--- src/sv/cassette_block_deframer_defines.svh ---
// assertion helpers for the cassette block deframer
// both sample on clk and stay quiet while arst_n is low
`ifndef CASSETTE_BLOCK_DEFRAMER_DEFINES_SVH
`define CASSETTE_BLOCK_DEFRAMER_DEFINES_SVH

// consequent must hold in the same cycle
`define CBD_CHECK_NOW(label, ante, cons, msg) \
	label: assert property (@(posedge clk) disable iff (!arst_n) (ante) |-> (cons)) \
		else $error(msg);

// consequent must hold in the cycle after the antecedent
`define CBD_CHECK_NEXT(label, ante, cons, msg) \
	label: assert property (@(posedge clk) disable iff (!arst_n) (ante) |=> (cons)) \
		else $error(msg);

`endif

--- src/sv/cbd_pkg.sv ---
package cbd_pkg;

	// register reset values
	localparam logic [7:0] PILOT_RESET = 8'h01;
	localparam logic [7:0] SYNC1_RESET = 8'h3C;
	localparam logic [7:0] SYNC2_RESET = 8'h5A;

	// register indexes (byte address / 4)
	localparam logic [1:0] REG_PILOT = 2'd0;
	localparam logic [1:0] REG_SYNC1 = 2'd1;
	localparam logic [1:0] REG_SYNC2 = 2'd2;

	// event codes
	localparam logic [2:0] EV_PAYLOAD   = 3'd0;
	localparam logic [2:0] EV_COMPLETE  = 3'd1;
	localparam logic [2:0] EV_TRUNCATED = 3'd2;
	localparam logic [2:0] EV_CORRUPT   = 3'd3;
	localparam logic [2:0] EV_TAPE_END  = 3'd4;

	// block types and length codes
	localparam logic [7:0] TYPE_HEADER = 8'h00;
	localparam logic [7:0] TYPE_EOF    = 8'hFF;
	localparam logic [7:0] LEN_FULL    = 8'h00;
	localparam logic [7:0] LEN_BAD     = 8'h01;
	localparam logic [7:0] CNT_FULL    = 8'd254;

	// default depth of the queue between front and back
	localparam int QUEUE_DEPTH_DEF = 4;

	// one result word
	typedef struct packed {
		logic [2:0]  event_res;
		logic [7:0]  block_type;
		logic [7:0]  payload_byte;
		logic [7:0]  payload_index;
		logic [7:0]  payload_count;
		logic        checksum_good;
		logic        orphan;
		logic        in_file;
		logic [15:0] file_index;
		logic        last_of_run;
	} rec_t;

	// all results caused by one tape byte
	typedef struct packed {
		logic [1:0]     cnt;
		rec_t [2:0]     rec;
	} bundle_t;

	// front to queue
	typedef struct packed {
		logic    push;
		bundle_t data;
	} q_wr_t;

	// queue status
	typedef struct packed {
		logic full;
		logic empty;
	} q_stat_t;

endpackage

--- src/sv/cbd_if.sv ---
// tape byte channel
interface cbd_in_if;
	logic       valid;
	logic       ready;
	logic [7:0] tape_byte;
	logic       tape_end;

	modport source (output valid, output tape_byte, output tape_end, input ready);
	modport sink (input valid, input tape_byte, input tape_end, output ready);
endinterface

// result channel
interface cbd_out_if;
	logic        valid;
	logic        ready;
	logic [2:0]  event_res;
	logic [7:0]  block_type;
	logic [7:0]  payload_byte;
	logic [7:0]  payload_index;
	logic [7:0]  payload_count;
	logic        checksum_good;
	logic        orphan;
	logic        in_file;
	logic [15:0] file_index;
	logic        last_of_run;

	modport source (output valid, output event_res, output block_type, output payload_byte,
		output payload_index, output payload_count, output checksum_good, output orphan,
		output in_file, output file_index, output last_of_run, input ready);
	modport sink (input valid, input event_res, input block_type, input payload_byte,
		input payload_index, input payload_count, input checksum_good, input orphan,
		input in_file, input file_index, input last_of_run, output ready);
endinterface

--- src/sv/cbd_queue.sv ---
module cbd_queue
	import cbd_pkg::*;
#(
	parameter int DEPTH = QUEUE_DEPTH_DEF
) (
	input  logic    clk,
	input  logic    arst_n,
	input  q_wr_t   wr,
	input  logic    pop,
	output bundle_t head,
	output q_stat_t stat
);

	localparam int PW = (DEPTH > 1) ? $clog2(DEPTH) : 1;
	localparam int CW = $clog2(DEPTH + 1);

	bundle_t       mem_q [DEPTH];
	logic [PW-1:0] wr_ptr_q;
	logic [PW-1:0] rd_ptr_q;
	logic [CW-1:0] count_q;

	function automatic logic [PW-1:0] next_ptr(input logic [PW-1:0] p);
		return (p == PW'(DEPTH - 1)) ? '0 : p + PW'(1);
	endfunction

	// pointers and fill count
	always_ff @(posedge clk or negedge arst_n) begin
		if (!arst_n) begin
			wr_ptr_q <= '0;
			rd_ptr_q <= '0;
			count_q  <= '0;
		end else begin
			if (wr.push) wr_ptr_q <= next_ptr(wr_ptr_q);
			if (pop) rd_ptr_q <= next_ptr(rd_ptr_q);
			if (wr.push && !pop) count_q <= count_q + CW'(1);
			else if (!wr.push && pop) count_q <= count_q - CW'(1);
		end
	end

	// storage
	always_ff @(posedge clk) begin
		if (wr.push) mem_q[wr_ptr_q] <= wr.data;
	end

	assign head       = mem_q[rd_ptr_q];
	assign stat.full  = (count_q == CW'(DEPTH));
	assign stat.empty = (count_q == '0);

endmodule

--- src/sv/cbd_front.sv ---
module cbd_front
	import cbd_pkg::*;
(
	input  logic       clk,
	input  logic       arst_n,
	input  logic [7:0] pilot_value,
	input  logic [7:0] sync_first,
	input  logic [7:0] sync_second,
	cbd_in_if.sink     in_ch,
	input  q_stat_t    stat,
	output q_wr_t      wr
);

	localparam logic [2:0] PH_SEARCH = 3'd0;
	localparam logic [2:0] PH_TYPE   = 3'd1;
	localparam logic [2:0] PH_LEN    = 3'd2;
	localparam logic [2:0] PH_DATA   = 3'd3;
	localparam logic [2:0] PH_CHECK  = 3'd4;

	logic [2:0]  phase_q, phase_n;
	logic [7:0]  win_q [3];
	logic [7:0]  win_n [3];
	logic [1:0]  fill_q, fill_n;
	logic [7:0]  type_q, type_n;
	logic [7:0]  left_q, left_n;
	logic [7:0]  pos_q, pos_n;
	logic [7:0]  sum_q, sum_n;
	logic        open_q, open_n;
	logic [15:0] fcnt_q, fcnt_n;

	bundle_t     bun;
	logic [1:0]  nr;
	logic        trunc;
	logic        hit;
	logic        accept;
	logic [7:0]  b;
	logic        tend;
	logic [7:0]  cnt;

	function automatic rec_t mk(input logic [2:0] ev, input logic [7:0] btype,
		input logic [7:0] pb, input logic [7:0] pidx, input logic [7:0] pcnt,
		input logic good, input logic orph, input logic inf, input logic [15:0] fidx);
		rec_t r;
		r.event_res     = ev;
		r.block_type    = btype;
		r.payload_byte  = pb;
		r.payload_index = pidx;
		r.payload_count = pcnt;
		r.checksum_good = good;
		r.orphan        = orph;
		r.in_file       = inf;
		r.file_index    = inf ? fidx : 16'd0;
		r.last_of_run   = 1'b0;
		return r;
	endfunction

	assign in_ch.ready = !stat.full;
	assign accept      = in_ch.valid && !stat.full;
	assign b           = in_ch.tape_byte;
	assign tend        = in_ch.tape_end;

	// classify one byte: next state and its results
	always_comb begin
		phase_n = phase_q;
		win_n   = win_q;
		fill_n  = fill_q;
		type_n  = type_q;
		left_n  = left_q;
		pos_n   = pos_q;
		sum_n   = sum_q;
		open_n  = open_q;
		fcnt_n  = fcnt_q;
		bun     = '0;
		nr      = 2'd0;
		trunc   = 1'b0;
		hit     = 1'b0;
		cnt     = 8'd0;

		unique case (phase_q)
			PH_TYPE: begin
				type_n  = b;
				phase_n = PH_LEN;
				if (tend && open_q) begin
					bun.rec[nr] = mk(EV_CORRUPT, b, 8'd0, 8'd0, 8'd0, 1'b0, 1'b0, 1'b1, fcnt_n);
					nr = nr + 2'd1;
				end
			end
			PH_LEN: begin
				if (b == LEN_BAD) begin
					if (open_q) begin
						bun.rec[nr] = mk(EV_CORRUPT, type_q, 8'd0, 8'd0, 8'd0, 1'b0, 1'b0,
							1'b1, fcnt_n);
						nr = nr + 2'd1;
						open_n = 1'b0;
					end
					phase_n  = PH_SEARCH;
					win_n[0] = 8'd0;
					win_n[1] = 8'd0;
					win_n[2] = b;
					fill_n   = 2'd1;
				end else begin
					cnt = (b == LEN_FULL) ? CNT_FULL : b - 8'd2;
					if (type_q == TYPE_HEADER && !open_q) begin
						open_n = 1'b1;
						fcnt_n = fcnt_q + 16'd1;
					end
					left_n  = cnt;
					pos_n   = 8'd0;
					sum_n   = 8'd0;
					phase_n = (cnt != 8'd0) ? PH_DATA : PH_CHECK;
					trunc   = tend;
				end
			end
			PH_DATA: begin
				bun.rec[nr] = mk(EV_PAYLOAD, type_q, b, pos_q, pos_q + left_q, 1'b0, 1'b0,
					open_q, fcnt_q);
				nr = nr + 2'd1;
				sum_n  = sum_q + b;
				pos_n  = pos_q + 8'd1;
				left_n = left_q - 8'd1;
				if (left_n == 8'd0) phase_n = PH_CHECK;
				trunc = tend;
			end
			PH_CHECK: begin
				bun.rec[nr] = mk(EV_COMPLETE, type_q, 8'd0, 8'd0, pos_q, (sum_q + b) == 8'd0,
					!open_q, open_q, fcnt_q);
				nr = nr + 2'd1;
				if (open_q && type_q == TYPE_EOF) open_n = 1'b0;
				phase_n = PH_SEARCH;
				fill_n  = 2'd0;
				if (tend && open_n) begin
					bun.rec[nr] = mk(EV_TAPE_END, 8'd0, 8'd0, 8'd0, 8'd0, 1'b0, 1'b0, 1'b1,
						fcnt_q);
					nr = nr + 2'd1;
				end
			end
			default: begin
				// sliding window search, unknown codes included
				hit = (fill_q == 2'd3) && (win_q[0] == pilot_value) &&
					(win_q[1] == pilot_value) && (win_q[2] == sync_first) &&
					(b == sync_second);
				if (hit) begin
					phase_n = PH_TYPE;
					fill_n  = 2'd0;
					type_n  = 8'd0;
					left_n  = 8'd0;
					pos_n   = 8'd0;
				end else begin
					phase_n  = PH_SEARCH;
					win_n[0] = win_q[1];
					win_n[1] = win_q[2];
					win_n[2] = b;
					if (fill_q != 2'd3) fill_n = fill_q + 2'd1;
				end
				if (tend && open_q) begin
					bun.rec[nr] = mk(hit ? EV_CORRUPT : EV_TAPE_END, 8'd0, 8'd0, 8'd0, 8'd0,
						1'b0, 1'b0, 1'b1, fcnt_q);
					nr = nr + 2'd1;
				end
			end
		endcase

		// tape ended inside a block
		if (trunc) begin
			bun.rec[nr] = mk(EV_TRUNCATED, type_n, 8'd0, 8'd0, pos_n + left_n, 1'b0, !open_n,
				open_n, fcnt_n);
			nr = nr + 2'd1;
			if (open_n) begin
				if (type_n == TYPE_EOF) begin
					open_n = 1'b0;
				end else begin
					bun.rec[nr] = mk(EV_TAPE_END, 8'd0, 8'd0, 8'd0, 8'd0, 1'b0, 1'b0, 1'b1,
						fcnt_n);
					nr = nr + 2'd1;
				end
			end
		end

		if (nr != 2'd0) bun.rec[nr - 2'd1].last_of_run = 1'b1;
		bun.cnt = nr;

		// end of tape returns everything to reset
		if (tend) begin
			phase_n = PH_SEARCH;
			win_n[0] = 8'd0;
			win_n[1] = 8'd0;
			win_n[2] = 8'd0;
			fill_n  = 2'd0;
			type_n  = 8'd0;
			left_n  = 8'd0;
			pos_n   = 8'd0;
			sum_n   = 8'd0;
			open_n  = 1'b0;
			fcnt_n  = 16'd0;
		end
	end

	// deframer state
	always_ff @(posedge clk or negedge arst_n) begin
		if (!arst_n) begin
			phase_q  <= PH_SEARCH;
			win_q[0] <= 8'd0;
			win_q[1] <= 8'd0;
			win_q[2] <= 8'd0;
			fill_q   <= 2'd0;
			type_q   <= 8'd0;
			left_q   <= 8'd0;
			pos_q    <= 8'd0;
			sum_q    <= 8'd0;
			open_q   <= 1'b0;
			fcnt_q   <= 16'd0;
		end else if (accept) begin
			phase_q <= phase_n;
			win_q   <= win_n;
			fill_q  <= fill_n;
			type_q  <= type_n;
			left_q  <= left_n;
			pos_q   <= pos_n;
			sum_q   <= sum_n;
			open_q  <= open_n;
			fcnt_q  <= fcnt_n;
		end
	end

	assign wr.push = accept && (nr != 2'd0);
	assign wr.data = bun;

endmodule

--- src/sv/cbd_back.sv ---
module cbd_back
	import cbd_pkg::*;
(
	input  logic    clk,
	input  logic    arst_n,
	input  bundle_t head,
	input  q_stat_t stat,
	output logic    pop,
	cbd_out_if.source out_ch
);

	logic [1:0] idx_q;
	rec_t       cur;
	logic       last;
	logic       take;

	assign cur  = head.rec[idx_q];
	assign last = (idx_q == head.cnt - 2'd1);
	assign take = out_ch.valid && out_ch.ready;
	assign pop  = take && last;

	// walk the words of the head bundle
	always_ff @(posedge clk or negedge arst_n) begin
		if (!arst_n) begin
			idx_q <= 2'd0;
		end else if (take) begin
			idx_q <= last ? 2'd0 : idx_q + 2'd1;
		end
	end

	assign out_ch.valid         = !stat.empty;
	assign out_ch.event_res     = cur.event_res;
	assign out_ch.block_type    = cur.block_type;
	assign out_ch.payload_byte  = cur.payload_byte;
	assign out_ch.payload_index = cur.payload_index;
	assign out_ch.payload_count = cur.payload_count;
	assign out_ch.checksum_good = cur.checksum_good;
	assign out_ch.orphan        = cur.orphan;
	assign out_ch.in_file       = cur.in_file;
	assign out_ch.file_index    = cur.file_index;
	assign out_ch.last_of_run   = cur.last_of_run;

endmodule

--- src/sv/cassette_block_deframer.sv ---
// Cassette block deframer. Tape bytes enter on in_ch, one byte at a time, and
// are matched against pilot, pilot, sync_first, sync_second to find block
// starts; type, length, payload and checksum bytes follow. Each byte yields
// zero to three result words on out_ch (payload, block end, truncation,
// corrupt block, tape ended inside a file), the last one flagged by
// last_of_run. Input runs at one byte per cycle while the result queue has
// room; the output side drains one word per cycle while out_ch.ready is high,
// so a byte that causes several words holds the output for each of them, and
// the QUEUE_DEPTH-entry queue between classifier and output absorbs the
// difference. Registers pilot_value, sync_first and sync_second sit at byte
// addresses 0, 4 and 8 of the APB port and are to be written only while the
// block is idle; the block itself does not enforce this.
`include "cassette_block_deframer_defines.svh"

module cassette_block_deframer
	import cbd_pkg::*;
#(
	parameter int QUEUE_DEPTH = QUEUE_DEPTH_DEF
) (
	input  logic        clk,
	input  logic        arst_n,
	cbd_in_if.sink      in_ch,
	cbd_out_if.source   out_ch,
	input  logic        psel,
	input  logic        penable,
	input  logic        pwrite,
	input  logic [3:0]  paddr,
	input  logic [31:0] pwdata,
	output logic [31:0] prdata,
	output logic        pready
);

	logic [7:0] pilot_q;
	logic [7:0] sync1_q;
	logic [7:0] sync2_q;
	logic       cfg_wr;

	q_wr_t      wr;
	q_stat_t    stat;
	bundle_t    head;
	logic       pop;

	// configuration registers
	assign pready = 1'b1;
	assign cfg_wr = psel && penable && pwrite;

	always_ff @(posedge clk or negedge arst_n) begin
		if (!arst_n) begin
			pilot_q <= PILOT_RESET;
			sync1_q <= SYNC1_RESET;
			sync2_q <= SYNC2_RESET;
		end else if (cfg_wr) begin
			unique case (paddr[3:2])
				REG_PILOT: pilot_q <= pwdata[7:0];
				REG_SYNC1: sync1_q <= pwdata[7:0];
				REG_SYNC2: sync2_q <= pwdata[7:0];
				default: ;
			endcase
		end
	end

	// register read back
	always_comb begin
		unique case (paddr[3:2])
			REG_PILOT: prdata = {24'd0, pilot_q};
			REG_SYNC1: prdata = {24'd0, sync1_q};
			REG_SYNC2: prdata = {24'd0, sync2_q};
			default:   prdata = 32'd0;
		endcase
	end

	cbd_front u_front (
		.clk         (clk),
		.arst_n      (arst_n),
		.pilot_value (pilot_q),
		.sync_first  (sync1_q),
		.sync_second (sync2_q),
		.in_ch       (in_ch),
		.stat        (stat),
		.wr          (wr)
	);

	cbd_queue #(
		.DEPTH (QUEUE_DEPTH)
	) u_queue (
		.clk    (clk),
		.arst_n (arst_n),
		.wr     (wr),
		.pop    (pop),
		.head   (head),
		.stat   (stat)
	);

	cbd_back u_back (
		.clk    (clk),
		.arst_n (arst_n),
		.head   (head),
		.stat   (stat),
		.pop    (pop),
		.out_ch (out_ch)
	);

	// a pushed bundle leaves the queue non-empty
	`CBD_CHECK_NEXT(a_push_fills, wr.push, !stat.empty, "queue empty after push")
	// a run continues until its last word is taken
	`CBD_CHECK_NEXT(a_run_holds, out_ch.valid && out_ch.ready && !out_ch.last_of_run,
		out_ch.valid, "result run broken off")
	// payload position lies inside the declared length
	`CBD_CHECK_NOW(a_index_in_range, out_ch.valid && out_ch.event_res == EV_PAYLOAD,
		out_ch.payload_index < out_ch.payload_count, "payload index past count")

endmodule

--- src/flat_wrapper.sv ---
// flat-port wrapper written by rule: the top's interface ports become plain ports
module cassette_block_deframer_flat import cbd_pkg::*;
#(
	parameter int QUEUE_DEPTH = QUEUE_DEPTH_DEF
)
  (clk, arst_n, psel, penable, pwrite, paddr, pwdata, prdata, pready, in_ch_valid, in_ch_tape_byte, in_ch_tape_end, in_ch_ready, out_ch_valid, out_ch_event_res, out_ch_block_type, out_ch_payload_byte, out_ch_payload_index, out_ch_payload_count, out_ch_checksum_good, out_ch_orphan, out_ch_in_file, out_ch_file_index, out_ch_last_of_run, out_ch_ready);
  cbd_in_if in_ch_i ();
  cbd_out_if out_ch_i ();
  input  logic clk;
  input  logic arst_n;
  input  logic psel;
  input  logic penable;
  input  logic pwrite;
  input  logic [3:0] paddr;
  input  logic [31:0] pwdata;
  output logic [31:0] prdata;
  output logic pready;
  input wire logic [$bits(in_ch_i.valid)-1:0] in_ch_valid;
  input wire logic [$bits(in_ch_i.tape_byte)-1:0] in_ch_tape_byte;
  input wire logic [$bits(in_ch_i.tape_end)-1:0] in_ch_tape_end;
  output wire logic [$bits(in_ch_i.ready)-1:0] in_ch_ready;
  output wire logic [$bits(out_ch_i.valid)-1:0] out_ch_valid;
  output wire logic [$bits(out_ch_i.event_res)-1:0] out_ch_event_res;
  output wire logic [$bits(out_ch_i.block_type)-1:0] out_ch_block_type;
  output wire logic [$bits(out_ch_i.payload_byte)-1:0] out_ch_payload_byte;
  output wire logic [$bits(out_ch_i.payload_index)-1:0] out_ch_payload_index;
  output wire logic [$bits(out_ch_i.payload_count)-1:0] out_ch_payload_count;
  output wire logic [$bits(out_ch_i.checksum_good)-1:0] out_ch_checksum_good;
  output wire logic [$bits(out_ch_i.orphan)-1:0] out_ch_orphan;
  output wire logic [$bits(out_ch_i.in_file)-1:0] out_ch_in_file;
  output wire logic [$bits(out_ch_i.file_index)-1:0] out_ch_file_index;
  output wire logic [$bits(out_ch_i.last_of_run)-1:0] out_ch_last_of_run;
  input wire logic [$bits(out_ch_i.ready)-1:0] out_ch_ready;
  assign in_ch_i.valid = in_ch_valid;
  assign in_ch_i.tape_byte = in_ch_tape_byte;
  assign in_ch_i.tape_end = in_ch_tape_end;
  assign in_ch_ready = in_ch_i.ready;
  assign out_ch_valid = out_ch_i.valid;
  assign out_ch_event_res = out_ch_i.event_res;
  assign out_ch_block_type = out_ch_i.block_type;
  assign out_ch_payload_byte = out_ch_i.payload_byte;
  assign out_ch_payload_index = out_ch_i.payload_index;
  assign out_ch_payload_count = out_ch_i.payload_count;
  assign out_ch_checksum_good = out_ch_i.checksum_good;
  assign out_ch_orphan = out_ch_i.orphan;
  assign out_ch_in_file = out_ch_i.in_file;
  assign out_ch_file_index = out_ch_i.file_index;
  assign out_ch_last_of_run = out_ch_i.last_of_run;
  assign out_ch_i.ready = out_ch_ready;
  cassette_block_deframer #(.QUEUE_DEPTH(QUEUE_DEPTH)) u_core (.clk(clk), .arst_n(arst_n), .in_ch(in_ch_i), .out_ch(out_ch_i), .psel(psel), .penable(penable), .pwrite(pwrite), .paddr(paddr), .pwdata(pwdata), .prdata(prdata), .pready(pready));
endmodule
--- config.mk ---
export PLATFORM = sky130hd
export DESIGN_NAME = cassette_block_deframer_flat
export DESIGN_NICKNAME = d
export VERILOG_FILES = /design/src/sv/cbd_pkg.sv /design/src/sv/cbd_if.sv /design/src/sv/cbd_queue.sv /design/src/sv/cbd_front.sv /design/src/sv/cbd_back.sv /design/src/sv/cassette_block_deframer.sv /design/src/flat_wrapper.sv
export VERILOG_INCLUDE_DIRS = /design/src /design/src/sv
export SDC_FILE = /design/constraint.sdc
export NUM_CORES = 1
export LEC_CHECK = 0
export BUFFER_PORTS_ARGS = -buffer_cell sky130_fd_sc_hd__buf_2
export CORE_MARGIN = 1.5
export CORE_UTILIZATION = 62
export CTS_CLUSTER_SIZE = 40
export DETAILED_ROUTE_END_ITERATION = 12
export HOLD_SLACK_MARGIN = 0.1
export PLACE_DENSITY = 0.8
export SLEW_MARGIN = 20
export SYNTH_ARGS = -nofsm -noshare
export SYNTH_HDL_FRONTEND = slang
export SYNTH_SLANG_ARGS = --single-unit
--- constraint.sdc ---
create_clock -name clk -period 7.2 [get_ports clk]
set_input_delay 1.08 -clock clk [delete_from_list [all_inputs] [get_ports clk]]
set_output_delay 1.08 -clock clk [all_outputs]
set_load 0.1 [all_outputs]
==> results of run 1 <==
## worst paths after layout
| path | slack, ps | cells past startpoint | endpoint | from |
|---|---|---|---|---|
| hold reg to reg | 510 | 1 | u_core.u_queue.count_q[2]$_DFFE_PN0P_ | u_core.u_queue.count_q[2]$_DFFE_PN0P_ |
| setup / recovery | 2090 | 16 | u_core.u_queue.mem_q[0][27]$_DFFE_PP_ | in_ch_tape_byte[0] |
| min in group asynchronous | 530 | 1 | u_core.u_front.fcnt_q[12]$_DFFE_PN0P_ | arst_n |
| hold / removal | 510 | 1 | u_core.u_queue.count_q[2]$_DFFE_PN0P_ | u_core.u_queue.count_q[2]$_DFFE_PN0P_ |
| setup reg to reg | 2150 | 15 | u_core.u_queue.mem_q[0][27]$_DFFE_PP_ | u_core.pilot_q[7]$_DFFE_PN0P_ |
| max in group asynchronous | 5380 | 2 | u_core.u_front.pos_q[1]$_DFFE_PN0P_ | arst_n |
## power by group through the flow
stage	clock network [mW]	logic, mW	registers [mW]
floorplan	0	4.56	4.83
global placement	0	5.30	5.03
detailed placement	0	5.40	5.07
CTS	3.34	5.45	5.01
global route	3.46	5.74	5.07
finish	3.30	5.44	5.01
## cell families (layout without fill, tap and decap cells)
logic type                 Yosys count  in the layout
other                                2             25
and+or+nand+nor                    502            502
adders and majority gates           43             43
muxes                              208            208
buffers and inverters              184            259
DFF                                635            635
xor gates and xnor gates            62             62
AOI/OAI and AO/OA                  384            384
## cells in the mapped netlist, types with 13 or more instances
cell,n
sky130_fd_sc_hd__edfxtp_1,524
sky130_fd_sc_hd__nand2_1,206
sky130_fd_sc_hd__o21ai_0,145
sky130_fd_sc_hd__mux4_2,131
sky130_fd_sc_hd__nor2_1,111
sky130_fd_sc_hd__dfrtp_1,102
sky130_fd_sc_hd__clkbuf_1,86
sky130_fd_sc_hd__a21oi_1,69
sky130_fd_sc_hd__mux2i_1,48
sky130_fd_sc_hd__ha_1,39
sky130_fd_sc_hd__xnor2_1,36
sky130_fd_sc_hd__inv_1,31
sky130_fd_sc_hd__buf_4,28
sky130_fd_sc_hd__mux2_2,27
sky130_fd_sc_hd__nand3_1,27
sky130_fd_sc_hd__and2_1,26
sky130_fd_sc_hd__a31oi_1,25
sky130_fd_sc_hd__buf_1,25
sky130_fd_sc_hd__xor2_1,25
sky130_fd_sc_hd__a22oi_1,24
sky130_fd_sc_hd__nor3_1,24
sky130_fd_sc_hd__nor2b_1,23
sky130_fd_sc_hd__a211oi_1,22
sky130_fd_sc_hd__nand4_1,19
sky130_fd_sc_hd__a221oi_1,15
sky130_fd_sc_hd__and3_1,14
sky130_fd_sc_hd__buf_2,14
sky130_fd_sc_hd__o22ai_1,13
## layout make-up
type | instances | share of cell area (%)
sequential | 635 | 58.0
multi-input combinational | 1224 | 30.6
clock buffer | 86 | 5.35
tap | 607 | 2.38
timing repair buffer | 114 | 2.18
clock inverter | 28 | 1.17
inverter | 31 | 0.364
## per-layer routing
| metal | up-vias | routed length, µm | track usage, % |
|---|---|---|---|
| li1 | 7797 | - | - |
| met1 | 8948 | 25900 | 38.8 |
| met2 | 951 | 31300 | 44.3 |
| met3 | 163 | 5700 | 4.85 |
| met4 | 0 | 2070 | 9.70 |
| met5 | - | 0 | 0 |
## worst max-delay path: cells and delay by family
kind	cells	cell delay, ps
AO/OA/AOI/OAI	4	1260
XOR/XNOR	3	510
adder cells (fa/ha/maj)	1	360
buffers and inverters	1	380
AND/OR/NAND/NOR	7	1870
==> results summary, run 1 <==
The congestion estimate from routability-driven global placement came to 0.894. Ranked by flip-flop count, first place goes to u_core.u_queue.mem_q. The standby leakage power is 11.2 nW.

The path type of the worst setup path is in -> reg. The footprint of the flip-flops and latches is 0.0185 mm². The number of nets with antenna violations after detailed routing came out at 0. The clock network power share came out at 24.0%.

Leaving out fill and tap cells, the most frequent cell in the layout is sky130_fd_sc_hd__edfxtp_1. The register with the most flip-flops in the layout has 524 of them. The power density normalized to cell area came out at 430 mW/mm². After synthesis, the netlist uses 72 different library cells. The clock latency of the later-clocked register in the worst-skew pair came out at 650 ps. The final route contains 17859 vias.

The row count is 79. Across the VDD grid, the largest voltage drop is 615 µV. The number of clock buffers added by TritonCTS is 60. The proportion of layout cells with a drive suffix above 1 is 19.4%. The largest net degree at the start of global routing came out at 121. The clock tree from TritonCTS is done.

The library cells used most frequently in the layout, excluding fill and tap cells, are 524 x sky130_fd_sc_hd__edfxtp_1, 205 x sky130_fd_sc_hd__nand2_1, 145 x sky130_fd_sc_hd__o21ai_0. The transition time at the pin with the least slew margin is 1050 ps. The number of violations reported at the end of detailed-routing iteration 0 is 1967. Once layout is complete, the utilization of the core stands at 68.9%. The share of power burned in registers came out at 36.4%. Counting stages on the worst path, the most repeated cell is sky130_fd_sc_hd__nor2_1.

The final routed wire length divided by cell count came out at 23.8 µm. The final setup skew came out at 27.8 ps. The largest fanout on the critical path is 18. The placeable core area came out at 0.0464 mm².

The wire length of the first global-routing pass is 101000 µm. The timing-limited maximum frequency is 0.196 GHz. The height of the chip came out at 219 µm. Setup violations remaining at the end of the flow were counted as 0. The number of gates resized after CTS came out at 0. The most used flip-flop cell after synthesis is sky130_fd_sc_hd__edfxtp_1. The residual overflow from global routing came out at 0. Summed over all failing endpoints, the final setup total negative slack is 0 ps. The average instance area after synthesis is 14.3 µm². The synthesis warning total is 0. The count of pins over their slew limit is 0. The aggregate global-route resource usage is 27.7%.

The total power draw came out at 13.7 mW. The final routed DRC violation total is 0. The cell taking the most area after synthesis is sky130_fd_sc_hd__edfxtp_1.

The minimum hold slack came out at 508 ps. Summing the areas of all fa, ha and maj instances in the mapped netlist gives 1.96% of the synthesized area. The cell area that synthesis handed to floorplanning was 0.0290 mm².

The tightest slew margin relative to the limit came out at 30.1%. The die is 219 µm wide. Counting I/O delays and the setup requirement, the final critical path takes 5110 ps.

Timing analysis after detailed placement gives a worst setup slack of 1650 ps. In this run the biggest area consumer among cell types represents 54.3% of the synthesized area. Across the run, the number of max-cap violations was 0. The final non-filler cell total is 2725.

In this run the clock root is driven by a sky130_fd_sc_hd__clkbuf_16. The cell count after synthesis came out at 2020. The final-layout fill cell count is 3004. The number of vias per cell after detailed routing came out at 6.55. The synthesized netlist devotes 8.12% of its cell area to simple gates.

The H-tree depth reported by CTS came out at 2. The combined area of the multi-input logic cells came out at 0.00976 mm². The number of synthesized register bits came out at 635. The switching part of the total is 41.7%.

The number of hold-repair buffers added at the cts stage came out at 0. The half-perimeter wire length after placement came out at 38300 µm. The via count of the first global-routing pass came out at 17756. The largest registers in the layout are u_core.u_queue.mem_q (524), u_core.u_front.win_q (24), u_core.u_front.fcnt_q (16). The clock transition at the registers of the reported paths came out at 60 ps.

On the worst path, the slowest cell contributes a delay of 810 ps. The post-synthesis mux area share is 13.0%. The signal on the critical path passes through buf_2 -> xor2_1 -> nor4_1 -> nand4_1 -> nor3_1 -> nor2_1 -> ha_1 -> a21o_1 -> a21oi_1 -> nor2b_1 -> nor2_1 -> nor2_1 -> o41ai_1 -> xnor2_1 -> xnor2_1 -> a211oi_1. The total length of routed wires came out at 65000 µm. The post-synthesis share of cell area spent on xor and xnor gates came out at 1.90%. Ranked by total cell area, the synthesized netlist is headed by sky130_fd_sc_hd__edfxtp_1 54%, sky130_fd_sc_hd__mux4_2 10%, sky130_fd_sc_hd__dfrtp_1 8.8%, sky130_fd_sc_hd__nand2_1 2.7%, sky130_fd_sc_hd__o21ai_0 2.5%.

The area growth from synthesis to layout is 10.3%. The number of sinks driven by the clock tree is 635. The fraction of registers with async set/reset came out at 17.5%. The endpoint class of the critical path is a flip-flop.

The count of endpoints failing hold in the final timing report came out at 0. The portion of the post-synthesis area used by sequential elements came out at 63.9%. Setup repair after global routing left no endpoint under its margin.

The total placed cells including tap cells came out at 2611. The number of enable flip-flop cells after synthesis came out at 524. The antenna cell count came out at 0. The first detailed-routing pass ran for 8 iterations. The worst setup path is launched from an input pin. The flow ran to the end, and the final reports show no timing, DRC or antenna violations. The main combinational cell family by area after synthesis is multiplexers. The path class of the tightest hold or removal check is reg -> reg.

After routing the design area is 0.0320 mm². 142 I/O pins were placed. The initial standard-cell utilization of the core is 62.5%. The share of the synthesized area in compound gates (AO/OA/AOI/OAI) came out at 8.25%. In the finished design, the share of the clock period the worst path needs comes to 71.0%. The buffer count from post-CTS setup fixing is 0.

The net switching power came out at 5.74 mW. The setup slack of the critical path after layout came out at 2090 ps. The full die area came out at 0.0480 mm². The maximum clock path buffer count is 3. The number of antenna violations at the first check in global routing is 0. The total number of nets in the final design came out at 2161.

Data on the critical path is required at its endpoint by 7560 ps. At the worst endpoint, the arrival time is 5480 ps. During placement, the flow inserted port buffers numbering 90. The internal portion of the total power is 8.01 mW.

For this design, the slowest cell found on the critical path is sky130_fd_sc_hd__nor3_1. The total cell area at the placement stage came out at 0.0299 mm². The proportion of power drawn by combinational gates is 39.5%.
No activity file was read; power rests on OpenSTA's default activity.
==> inputs of run 2 (changes only) <==
Clock period 7.2 ns to 5.2 ns, I/O delays scaled along.
==> results summary, run 2 (synthesis results as in run 1) <==
The largest net degree at the start of global routing is 70 (-42%). The worst setup path is launched from a flip-flop. The residual overflow from global routing is 0 (unchanged). The type of the most critical hold path is in -> async. The full die area came out at 0.0480 mm² (unchanged). The clock latency of the later-clocked register in the worst-skew pair came out at 630 ps (-20 ps). The largest fanout on the critical path came to 6 (-12). The timing-limited maximum frequency is 0.209 GHz. The register-to-register setup slack came out at 420 ps (-1730 ps). The final number of setup-violating endpoints is 0 (unchanged).

The antenna cell count came to 0 (unchanged). The number of violations reported at the end of detailed-routing iteration 0 came out at 2124 (+8.0%). The endpoint arrival time on the critical path is 5130 ps (-350 ps). The final routed DRC violation total came out at 0 (unchanged). The placeable core area came to 0.0464 mm² (unchanged). Setup repair after global routing left no endpoint under its margin.

The buffer count from post-CTS setup fixing came out at 0 (unchanged). Counting flops per register, the top entry is u_core.u_queue.mem_q. The number of optimization iterations in the first detailed-route pass was 7 (-1). The count of port buffers added during placement is 90 (unchanged). The data required time of the worst path came out at 5550 ps (-2010 ps).

The overall die width came out at 219 µm (unchanged). The number of cells on the worst reg-to-reg path is 15 (unchanged). The startpoint identified for the worst register-to-register timing path is u_core.u_front.win_q[23]$_DFFE_PN0P_. The setup TNS was 0 ps (unchanged). The proportion of layout cells with a drive suffix above 1 came out at 20.6% (+1.2 points). The boundary pin count came to 142 (unchanged). The count of maximum capacitance violations came out at 0 (unchanged). The number of vias per cell after detailed routing was 6.60 (+0.76%).

The height of the chip came out at 219 µm (unchanged). The standby leakage power was 11.4 nW (+1.9%). The part of the cycle the worst path needs came out at 92.0%. The number of sinks driven by the clock tree came to 635 (unchanged). The aggregate global-route resource usage is 28.5% (+0.84 points). The total cell area at the placement stage is 0.0302 mm² (+1.3%). The half-perimeter wire length after placement is 41200 µm (+7.5%). In the final layout, the registers with the most flip-flops are u_core.u_queue.mem_q (524), u_core.u_front.win_q (24), u_core.u_front.fcnt_q (16). The number of nets with antenna violations after detailed routing was 0 (unchanged). TritonCTS built the clock tree.

The number of antenna violations at the first check in global routing is 2 (+2). The maximum clock path buffer count came out at 3 (unchanged). The via count of the first global-routing pass is 18010 (+1.4%). The H-tree depth reported by CTS is 2 (unchanged). Leaving out fill and tap cells, the most frequent cells in the layout are 524 x sky130_fd_sc_hd__edfxtp_1, 205 x sky130_fd_sc_hd__nand2_1, 145 x sky130_fd_sc_hd__o21ai_0. The row count came to 79 (unchanged). The flow ran to the end, and the final reports show no timing, DRC or antenna violations. Compared with the post-synthesis result, the final layout area differs by 11.5%. The final setup skew is 20.2 ps (-7.52 ps). The placer congestion estimate came to 0.954 (+6.7%). The total length of routed wires came out at 67200 µm (+3.5%).

The endpoint class of the critical path is a flip-flop. The count of endpoints failing hold in the final timing report was 0 (unchanged). The endpoint identified for the worst register-to-register timing path is u_core.u_queue.mem_q[1][26]$_DFFE_PP_.

The transition time at the pin with the least slew margin came out at 1100 ps (+53.2 ps). The final routed wire length divided by cell count is 24.4 µm (+2.3%). The wire length of the first global-routing pass came to 103000 µm (+2.5%). The number of gates resized after CTS came out at 0 (unchanged). The count of pins over their slew limit was 0 (unchanged). The total number of nets in the final design came to 2194 (+1.5%). The critical path in this run is classified as reg -> reg. The clock transition at the registers of the reported paths is 70 ps (about the same). Subtracting the final worst setup slack from the clock period gives 4780 ps. The power density normalized to cell area came out at 594 mW/mm² (+38%). The tightest slew margin relative to the limit came out at 26.6% (-3.5 points). The number of flip-flops in the largest register came out at 524 (unchanged). The number of buffers inserted during clock tree synthesis is 60 (unchanged). Leaving out fill and tap cells, the most frequent cell in the layout is sky130_fd_sc_hd__edfxtp_1. The final standard cell area without fillers was 0.0323 mm² (+1.1%). The overall via count from detail_route is 18206 (+1.9%).

The number of hold-repair buffers added at the cts stage was 0 (unchanged). The peak supply drop is 716 µV (+16%). The initial standard-cell utilization of the core was 62.5% (unchanged).

The root buffer cell chosen for the clock tree is sky130_fd_sc_hd__clkbuf_16.
## run 2: cell types whose count changed in the layout (fill, tap and decap cells not counted), sizes merged
cell,previous run,this run
buf,114,147
bufinv,8,10
clkbuf,86,72
clkinv,14,30
clkinvlp,4,0
inv,33,32
## run 2: how the worst max path moves through the flow
stage / from / end / slack [ps] / depth (start not counted)
finish: u_core.u_front.win_q[23]$_DFFE_PN0P_ / u_core.u_queue.mem_q[1][26]$_DFFE_PP_ / 420 / 15
global route: u_core.pilot_q[7]$_DFFE_PN0P_ / u_core.u_queue.mem_q[2][26]$_DFFE_PP_ / 150 / 15
CTS: u_core.u_front.win_q[23]$_DFFE_PN0P_ / u_core.u_queue.mem_q[1][26]$_DFFE_PP_ / 470 / 15
detailed placement: in_ch_tape_byte[3] / u_core.u_queue.mem_q[0][26]$_DFFE_PP_ / 220 / 16
global placement: in_ch_tape_byte[7] / u_core.u_queue.mem_q[0][27]$_DFFE_PP_ / 460 / 15
floorplan: in_ch_tape_byte[2] / u_core.u_queue.mem_q[0][0]$_DFFE_PP_ / 50 / 10
## run 2: worst max-delay path, stage by stage, from the launching register on
cell and delay, ps:
sky130_fd_sc_hd__dfrtp_1 390, sky130_fd_sc_hd__or3_1 370, sky130_fd_sc_hd__a222oi_1 390, sky130_fd_sc_hd__nand4_1 370, sky130_fd_sc_hd__nor2_1 280, sky130_fd_sc_hd__o21ai_0 150, sky130_fd_sc_hd__a21oi_1 270, sky130_fd_sc_hd__o22ai_1 160
sky130_fd_sc_hd__ha_1 270, sky130_fd_sc_hd__fa_1 460, sky130_fd_sc_hd__a21o_1 170, sky130_fd_sc_hd__a21oi_1 240, sky130_fd_sc_hd__o21bai_1 90, sky130_fd_sc_hd__a21oi_1 190, sky130_fd_sc_hd__xor2_1 150, sky130_fd_sc_hd__a211oi_1 570
## run 2: through the flow
stage	total power [mW]	hold slack [ps]	cells	setup slack, ps	util, %
6_report	19.2	325	2757	415	69.7
5_1_grt	19.9	367	2757	145	69.7
4_1_cts	19.2	337	2757	474	69.7
3_5_place_dp	14.7	476	2644	223	65.2
3_3_place_gp	14.5	466	2644	464	65.2
2_1_floorplan	13.0	447	2043	54.4	-
## run 2: cell type report
| type | instances | area, µm² |
|---|---|---|
| flip-flops and latches | 635 | 18500 |
| fillers | 2952 | 14100 |
| multi-input cells | 1224 | 9750 |
| clock buffers | 72 | 1590 |
| repair buffers | 147 | 1080 |
| well taps | 607 | 759 |
| clock inverters | 41 | 465 |
| inverters | 31 | 116 |
## run 2: per-layer routing
layer / vias to the layer above / GRT usage [%] / share of wire (%)
met3: 137 / 5.52 / 9.2
met5: - / 0 / 0
li1: 7874 / - / -
met2: 996 / 45.9 / 49
met4: 0 / 8.63 / 2.6
met1: 9199 / 40.0 / 39
## run 2: power by group
part	switching [mW]	total (mW)	internal [mW]
registers	0.615	6.87	6.25
logic	5.54	7.78	2.24
clock network	1.88	4.55	2.67
